`src/sv/mbe_pkg.sv`:
```
package mbe_pkg;

    // pixel coordinate and register field widths
    localparam int COORD_W = 12;
    localparam int WIDTH_W = 13;
    localparam int ITER_W  = 16;
    localparam int INDEX_W = 24;
    localparam int DATA_W  = 32;

    // shared multiplier: 33-bit signed operands, so that 32-bit signed and
    // zero-extended unsigned operands share one unit
    localparam int MUL_W  = DATA_W + 1;
    localparam int PROD_W = 2 * DATA_W;

    typedef logic signed [MUL_W-1:0]  t_mul_opd;
    typedef logic signed [PROD_W-1:0] t_prod;
    typedef logic signed [DATA_W-1:0] t_q;

    typedef struct packed {
        t_mul_opd a;
        t_mul_opd b;
    } t_mul_req;

    // configuration register indexes
    typedef logic [2:0] t_cfg_idx;
    localparam t_cfg_idx CFG_ORIGIN_RE = 3'd0;
    localparam t_cfg_idx CFG_ORIGIN_IM = 3'd1;
    localparam t_cfg_idx CFG_STEP_RE   = 3'd2;
    localparam t_cfg_idx CFG_STEP_IM   = 3'd3;
    localparam t_cfg_idx CFG_WIDTH     = 3'd4;
    localparam t_cfg_idx CFG_MAX_ITER  = 3'd5;

    localparam logic [WIDTH_W-1:0] WIDTH_RST    = 13'd4096;
    localparam logic [ITER_W-1:0]  MAX_ITER_RST = 16'd256;

endpackage

```
`src/sv/mbe_mul.sv`:
```
module mbe_mul (
    input  logic              i_clk,
    input  mbe_pkg::t_mul_req i_req,
    output mbe_pkg::t_prod    o_prod
);
    import mbe_pkg::*;

    logic signed [2*MUL_W-1:0] w_full;
    t_prod                     r_prod;

    assign w_full = i_req.a * i_req.b;

    // operands in use never need more than 64 product bits
    always_ff @(posedge i_clk) begin
        r_prod <= $signed(w_full[PROD_W-1:0]);
    end

    assign o_prod = r_prod;

endmodule

```
`src/sv/mandelbrot_escape_iteration.sv`:
```
// Escape-time evaluator, one pixel word at a time on one registered 33x33 multiplier.
// Steps: set-up in S_CRE, S_CIM, S_IDX and S_PIX, then per iteration zr^2, zi^2, zr*zi and
// update, then S_OUT loads the output register and o_valid rises; S_OUT waits while a held
// result is stalled. The next word can be taken in the cycle that o_valid rises; a waiting
// result does not block the next word.
// Reset: synchronous, active low; clears the sequencer and output valid, loads defaults.
module mandelbrot_escape_iteration #(
    parameter int MAX_DIM   = 4096,
    parameter int FRAC_BITS = 26
) (
    input  logic                           i_clk,
    input  logic                           i_rst_n,
    input  logic                           i_valid,
    output logic                           o_stall,
    input  logic [mbe_pkg::COORD_W-1:0]    i_pixel_col,
    input  logic [mbe_pkg::COORD_W-1:0]    i_pixel_row,
    output logic                           o_valid,
    input  logic                           i_stall,
    output logic [mbe_pkg::ITER_W-1:0]     o_iteration_count,
    output logic [mbe_pkg::INDEX_W-1:0]    o_pixel_index,
    input  logic                           i_cfg_wr_en,
    input  mbe_pkg::t_cfg_idx              i_cfg_idx,
    input  logic [mbe_pkg::DATA_W-1:0]     i_cfg_data
);
    import mbe_pkg::*;

    localparam t_q    ORIGIN_RE_RST = -(32'sd2 <<< FRAC_BITS);
    localparam t_q    ORIGIN_IM_RST = -(32'sd1 <<< FRAC_BITS);
    localparam t_q    STEP_RE_RST   = 32'sd3 <<< (FRAC_BITS - 12);
    localparam t_q    STEP_IM_RST   = 32'sd1 <<< (FRAC_BITS - 11);
    localparam logic [PROD_W-1:0] LIMIT4 = 64'd4 << (2 * FRAC_BITS);
    localparam t_prod SAT_HI = 64'sh0000_0000_7FFF_FFFF;
    localparam t_prod SAT_LO = 64'shFFFF_FFFF_8000_0000;

    typedef enum logic [3:0] {
        S_IDLE, S_CRE, S_CIM, S_IDX, S_PIX, S_RR, S_II, S_RI, S_UPD, S_OUT
    } t_state;

    function automatic t_q sat32(input t_prod v);
        t_q res;
        if (v > SAT_HI) begin
            res = SAT_HI[DATA_W-1:0];
        end else if (v < SAT_LO) begin
            res = SAT_LO[DATA_W-1:0];
        end else begin
            res = v[DATA_W-1:0];
        end
        return res;
    endfunction

    t_state r_state;

    t_q                 r_origin_re, r_origin_im, r_step_re, r_step_im;
    logic [WIDTH_W-1:0] r_image_width;
    logic [ITER_W-1:0]  r_max_iter;

    logic [COORD_W-1:0] r_col, r_row;
    t_q                 r_c_re, r_c_im, r_z_re, r_z_im;
    t_prod              r_rr, r_diff;
    logic               r_esc;
    logic [ITER_W-1:0]  r_iter;
    logic [INDEX_W-1:0] r_index;

    logic               r_out_valid;
    logic [ITER_W-1:0]  r_out_count;
    logic [INDEX_W-1:0] r_out_index;

    t_mul_req           w_req;
    t_prod              w_prod;
    logic [31:0]        w_width_ext;
    logic [WIDTH_W-1:0] w_width;
    logic [ITER_W-1:0]  w_iter_inc;
    logic               w_accept;
    logic               w_out_free;
    t_prod              w_sum_re, w_sum_im;

    assign w_accept   = i_valid && !o_stall;
    assign w_out_free = !r_out_valid || !i_stall;
    assign w_iter_inc = r_iter + 16'd1;

    // width above MAX_DIM is used as MAX_DIM; result never exceeds the register value
    assign w_width_ext = 32'(r_image_width);
    assign w_width     = (w_width_ext > 32'(MAX_DIM)) ? WIDTH_W'(MAX_DIM) : r_image_width;

    always_comb begin
        w_req.a = {r_z_re[DATA_W-1], r_z_re};
        w_req.b = {r_z_im[DATA_W-1], r_z_im};
        case (r_state)
            S_CRE: begin
                w_req.a = $signed({{(MUL_W-COORD_W){1'b0}}, r_col});
                w_req.b = {r_step_re[DATA_W-1], r_step_re};
            end
            S_CIM: begin
                w_req.a = $signed({{(MUL_W-COORD_W){1'b0}}, r_row});
                w_req.b = {r_step_im[DATA_W-1], r_step_im};
            end
            S_IDX: begin
                w_req.a = $signed({{(MUL_W-COORD_W){1'b0}}, r_row});
                w_req.b = $signed({{(MUL_W-WIDTH_W){1'b0}}, w_width});
            end
            S_RR: begin
                w_req.a = {r_z_re[DATA_W-1], r_z_re};
                w_req.b = {r_z_re[DATA_W-1], r_z_re};
            end
            S_II: begin
                w_req.a = {r_z_im[DATA_W-1], r_z_im};
                w_req.b = {r_z_im[DATA_W-1], r_z_im};
            end
            default: begin
            end
        endcase
    end

    mbe_mul u_mul (
        .i_clk  (i_clk),
        .i_req  (w_req),
        .o_prod (w_prod)
    );

    // new z: floor shifts; the cross product shifts one less, giving 2*zr*zi
    assign w_sum_re = $signed({{DATA_W{r_c_re[DATA_W-1]}}, r_c_re}) + (r_diff >>> FRAC_BITS);
    assign w_sum_im = $signed({{DATA_W{r_c_im[DATA_W-1]}}, r_c_im})
                    + (w_prod >>> (FRAC_BITS - 1));

    always_ff @(posedge i_clk) begin
        if (!i_rst_n) begin
            r_state       <= S_IDLE;
            r_out_valid   <= 1'b0;
            r_origin_re   <= ORIGIN_RE_RST;
            r_origin_im   <= ORIGIN_IM_RST;
            r_step_re     <= STEP_RE_RST;
            r_step_im     <= STEP_IM_RST;
            r_image_width <= WIDTH_RST;
            r_max_iter    <= MAX_ITER_RST;
        end else begin
            if (i_cfg_wr_en) begin
                unique case (i_cfg_idx)
                    CFG_ORIGIN_RE: r_origin_re   <= $signed(i_cfg_data);
                    CFG_ORIGIN_IM: r_origin_im   <= $signed(i_cfg_data);
                    CFG_STEP_RE:   r_step_re     <= $signed(i_cfg_data);
                    CFG_STEP_IM:   r_step_im     <= $signed(i_cfg_data);
                    CFG_WIDTH:     r_image_width <= i_cfg_data[WIDTH_W-1:0];
                    CFG_MAX_ITER:  r_max_iter    <= i_cfg_data[ITER_W-1:0];
                    default: begin
                    end
                endcase
            end

            // in S_OUT the output register is reloaded instead
            if (r_out_valid && !i_stall && r_state != S_OUT) begin
                r_out_valid <= 1'b0;
            end

            // a product issued in one state is in w_prod in the next
            unique case (r_state)
                S_IDLE: begin
                    if (w_accept) begin
                        r_col   <= i_pixel_col;
                        r_row   <= i_pixel_row;
                        r_state <= S_CRE;
                    end
                end
                S_CRE: begin
                    r_state <= S_CIM;
                end
                S_CIM: begin
                    r_c_re  <= sat32($signed({{DATA_W{r_origin_re[DATA_W-1]}}, r_origin_re})
                                     + w_prod);
                    r_z_re  <= sat32($signed({{DATA_W{r_origin_re[DATA_W-1]}}, r_origin_re})
                                     + w_prod);
                    r_state <= S_IDX;
                end
                S_IDX: begin
                    r_c_im  <= sat32($signed({{DATA_W{r_origin_im[DATA_W-1]}}, r_origin_im})
                                     + w_prod);
                    r_z_im  <= sat32($signed({{DATA_W{r_origin_im[DATA_W-1]}}, r_origin_im})
                                     + w_prod);
                    r_state <= S_PIX;
                end
                S_PIX: begin
                    r_index <= w_prod[INDEX_W-1:0] + INDEX_W'(r_col);
                    r_iter  <= '0;
                    r_state <= (r_max_iter == '0) ? S_OUT : S_RR;
                end
                S_RR: begin
                    r_state <= S_II;
                end
                S_II: begin
                    r_rr    <= w_prod;
                    r_state <= S_RI;
                end
                S_RI: begin
                    r_esc   <= ($unsigned(r_rr) + $unsigned(w_prod)) > LIMIT4;
                    r_diff  <= r_rr - w_prod;
                    r_state <= S_UPD;
                end
                S_UPD: begin
                    if (r_esc) begin
                        r_state <= S_OUT;
                    end else begin
                        r_z_re  <= sat32(w_sum_re);
                        r_z_im  <= sat32(w_sum_im);
                        r_iter  <= w_iter_inc;
                        r_state <= (w_iter_inc == r_max_iter) ? S_OUT : S_RR;
                    end
                end
                S_OUT: begin
                    if (w_out_free) begin
                        r_out_valid <= 1'b1;
                        r_out_count <= r_iter;
                        r_out_index <= r_index;
                        r_state     <= S_IDLE;
                    end
                end
                default: begin
                    r_state <= S_IDLE;
                end
            endcase
        end
    end

    assign o_stall           = (r_state != S_IDLE);
    assign o_valid           = r_out_valid;
    assign o_iteration_count = r_out_count;
    assign o_pixel_index     = r_out_index;

    a_accept_starts: assert property (@(posedge i_clk) disable iff (!i_rst_n)
        w_accept |=> (r_state == S_CRE))
        else $error("accepted word did not start set-up");

    a_iter_order: assert property (@(posedge i_clk) disable iff (!i_rst_n)
        (r_state == S_RR) |=> (r_state == S_II) ##1 (r_state == S_RI) ##1 (r_state == S_UPD))
        else $error("iteration sequence broken");

    a_escape_ends: assert property (@(posedge i_clk) disable iff (!i_rst_n)
        (r_state == S_UPD && r_esc) |=> (r_state == S_OUT) && $stable(r_z_re) && $stable(r_iter))
        else $error("escaped point kept iterating");

    a_result_loaded: assert property (@(posedge i_clk) disable iff (!i_rst_n)
        (r_state == S_OUT && w_out_free) |=> (r_out_valid && r_state == S_IDLE))
        else $error("result word not loaded");

endmodule
```
`config.mk`:
```
export PLATFORM = sky130hd
export DESIGN_NAME = mandelbrot_escape_iteration
export DESIGN_NICKNAME = d
export VERILOG_FILES = /design/src/sv/mbe_pkg.sv /design/src/sv/mbe_mul.sv /design/src/sv/mandelbrot_escape_iteration.sv
export SDC_FILE = /design/constraint.sdc
export NUM_CORES = 2
export LEC_CHECK = 0
export BUFFER_PORTS_ARGS = -buffer_cell sky130_fd_sc_hd__clkbuf_2
export CAP_MARGIN = 20
export CELL_PAD_IN_SITES_DETAIL_PLACEMENT = 2
export CELL_PAD_IN_SITES_GLOBAL_PLACEMENT = 2
export CORE_MARGIN = 3
export CORE_UTILIZATION = 31
export CTS_CLUSTER_SIZE = 28
export DETAILED_ROUTE_END_ITERATION = 8
export PLACE_DENSITY_LB_ADDON = 0.1
export SYNTH_ARGS = -nofsm -noshare
export SYNTH_HDL_FRONTEND = slang
export SYNTH_SLANG_ARGS = --single-unit
```
`constraint.sdc`:
```
create_clock -name i_clk -period 13.5 [get_ports i_clk]
set_clock_uncertainty 0.2 [all_clocks]
set_input_delay 0.675 -clock i_clk [delete_from_list [all_inputs] [get_ports i_clk]]
set_output_delay 0.675 -clock i_clk [all_outputs]
set_load 0.01 [all_outputs]
```
==> results by group <==
Routing
  – DRC Markers: 0
  – Final WL: 362000 um
  – Via density: 5.49
  – Initial DRC count: 4924
  – Detailed-route via count: 68342
  – DRT Pass-1 Iters: 9
  – ANT nets after route: 0
  – WL/cell: 29.1 um

Floorplanning
  – Core box area: 252000 um^2
  – Die area: 260000 um^2
  – Row count: 184
  – Die Ht: 509 um
  – Die Width: 509 um
  – Starting density of the core: 31.2%
  – I/O pins: 106

GRT
  – Total grt overflow: 0
  – Vias in the first global route: 74888
  – Initial antenna violation count: 42
  – First-pass GRT wire length: 529000 um
  – GRT Resource Usage Total: 27.7%
  – Largest net degree at the start of global routing: 74

Logic synthesis
  – Ys Warns: 0
  – Count leader, synth: nand2_1
  – Syn avg cell area: 8.66 um^2
  – Yosys top cell area share: 28.3%
  – Area of the mapped netlist: 78600 um^2
  – Ranking of synthesized cells by area: fa_1, edfxtp_1, ha_1, nand2_1, inv_1
  – EDFF count, synth: 335
  – #FFs+latches synth: 561
  – Synth cell count leaders: nand2_1, inv_1, fa_1
  – Synth Instances: 9069
  – Post-synthesis sequential area ratio: 18.6%
  – Async SR Flop Fraction: 0%
  – Largest area contributor in the netlist: fa_1
  – Post-synthesis net count: 10798
  – Main synth FF type: edfxtp_1
  – Yosys cell types: 105

Placement
  – Gpl congestion: 0.889
  – Port bufs: 105
  – Post-DP HPWL: 297000 um

Critical path
  – Kind of critical path: flip-flop to flip-flop
  – CP startpoint kind: flip-flop
  – CP most frequent cell: fa_1
  – WP data arrival: 12.71 ns
  – Crit-path max cell delay: 0.84 ns
  – Worst path slowest cell: a21oi_2
  – CP Capture Type: flip-flop
  – Worst Path Max Fanout: 15
  – Required @ worst endpoint: 13.81 ns

Timing
  – Worst slew pin tran: 1.24 ns
  – Period utilisation layout: 91.8%
  – Final setup viols: 0
  – Final hold slack: 0.155 ns
  – Unrepaired setup endpoints after global routing: false
  – Sum Neg Setup Slack: 0 ns
  – Worst slew margin: 17.1%
  – Count of final max-slew check failures: 0
  – Tmin final: 12.39 ns
  – Hold Fails Final Rpt: 0
  – Peak Freq: 0.0807 GHz

Clocking
  – Total CTS buffers: 71
  – CTS H-tree lvls: 3
  – Clock Tree Buf Depth: 3
  – CTS tree: yes
  – CTS sink count: 561
  – Reg clk slew, reported paths: 0.06 ns
  – Worst skew pair latency: 0.68 ns
  – Root Buffer: clkbuf_16

Outcome
  – Status: finished, final reports clean

Layout
  – Area growth from synthesis to layout: 9.73%
  – Multi-input gate area: 57600 um^2
  – Storage element area: 14600 um^2
  – Fillcell total: 28163
  – Layout cell share with drive strength beyond 1: 6.21%
  – # nets final: 10778

Job
  – # Max-Cap Violations: 0

Min path
  – Hold Crit Class: input port to flip-flop
-- final cells by class --
class                           count  area share, %
Multi-Input combinational cell   6771           66.8
Sequential cell                   561           16.9
Inverter                         1296           5.64
Tap cell                         3348           4.86
Timing Repair Buffer              348           2.91
Clock buffer                      105           2.53
Clock inverter                     27          0.319
Antenna cell                        3        0.00871
-- critical path, delay by kind of cell, from the launching register on --
| family | cells | cell delay [ns] |
|---|---|---|
| fa+ha+maj | 9 | 4.99 |
| compound gates | 10 | 4.16 |
| simple gates | 7 | 1.56 |
| buf+inv | 5 | 0.82 |
| flops | 1 | 0.45 |
-- metrics by stage --
step | setup WS, ns | instances | cell area (um^2) | utilization (%)
6_report | 1.11 | 12459 | 86200 | 34.3
5_1_grt | 0.127 | 12457 | 86200 | 34.3
4_1_cts | 1.05 | 12454 | 86100 | 34.2
3_5_place_dp | 1.16 | 12300 | 83500 | 33.2
3_3_place_gp | 0.982 | 12293 | 83300 | 33.1
2_1_floorplan | 3.20 | 9069 | 78600 | -
-- layout by cell type, fill, tap and decap left out, types with 23 or more instances in the layout --
cell type,instances
a222oi_1,31
a21oi_1,491
o21bai_1,57
o21a_1,53
edfxtp_1,335
o211ai_1,42
a31oi_1,121
clkbuf_16,79
mux2i_1,26
nor3_1,117
a22oi_1,44
clkbuf_2,104
nand2b_1,55
inv_1,1293
nor2_1,825
nand4_1,97
xnor2_1,209
nor4_1,62
a21boi_0,166
ha_1,554
o2111ai_1,23
a21o_1,148
buf_4,214
and4_1,26
nand3_1,133
a211oi_1,60
or2_2,24
and2_1,49
and3_1,56
o31ai_1,47
dfxtp_1,226
xor2_1,98
nand2_1,1305
o21ai_0,242
nor2b_1,53
fa_1,1111
o21ai_1,40
or3_1,31
a2111oi_0,26
-- repair_timing --
| item | CTS | global route |
|---|---|---|
| hold buffers | 22 | 0 |
| setup buffers | 0 | 0 |
| endpoints found under the hold margin | 22 | 0 |
| gates resized for setup | 0 | 0 |
-- logic make-up (layout without fill, tap and decap cells) --
| kind of cell | Yosys count | count (layout) | synth area share, % |
|---|---|---|---|
| xor gates and xnor gates | 308 | 308 | 3.43 |
| muxes | 34 | 34 | 0.446 |
| adders and majority gates | 1665 | 1665 | 37.1 |
| buffers and inverters | 1737 | 1776 | 8.44 |
| AOI/OAI and AO/OA | 1846 | 1846 | 15.7 |
| other | 0 | 3 | 0 |
| and+or+nand+nor | 2918 | 2918 | 16.3 |
| DFF | 561 | 561 | 18.6 |
-- worst paths after layout --
kind	from	to	slack, ns	depth (start not counted)
setup / recovery	r_state[3]	u_mul.o_prod[61]	1.11	31
hold / removal	i_pixel_row[10]	r_row[10]	0.16	1
setup reg to reg	r_state[3]	u_mul.o_prod[61]	1.11	31
hold reg to reg	r_index[16]	o_pixel_index[16]	0.22	0
-- routing by layer --
| metal | GRT usage, % | vias to the layer above | wire length, um |
|---|---|---|---|
| met5 | 0 | - | 24 |
| met4 | 5.84 | 4 | 8740 |
| met3 | 2.56 | 311 | 15000 |
| met2 | 46.5 | 1463 | 172000 |
| met1 | 38.8 | 36489 | 167000 |
| li1 | - | 30075 | - |
Power is left out: the tool's default activity adds up to more than one toggle a clock period on the data nets, which glitch-free logic cannot reach.
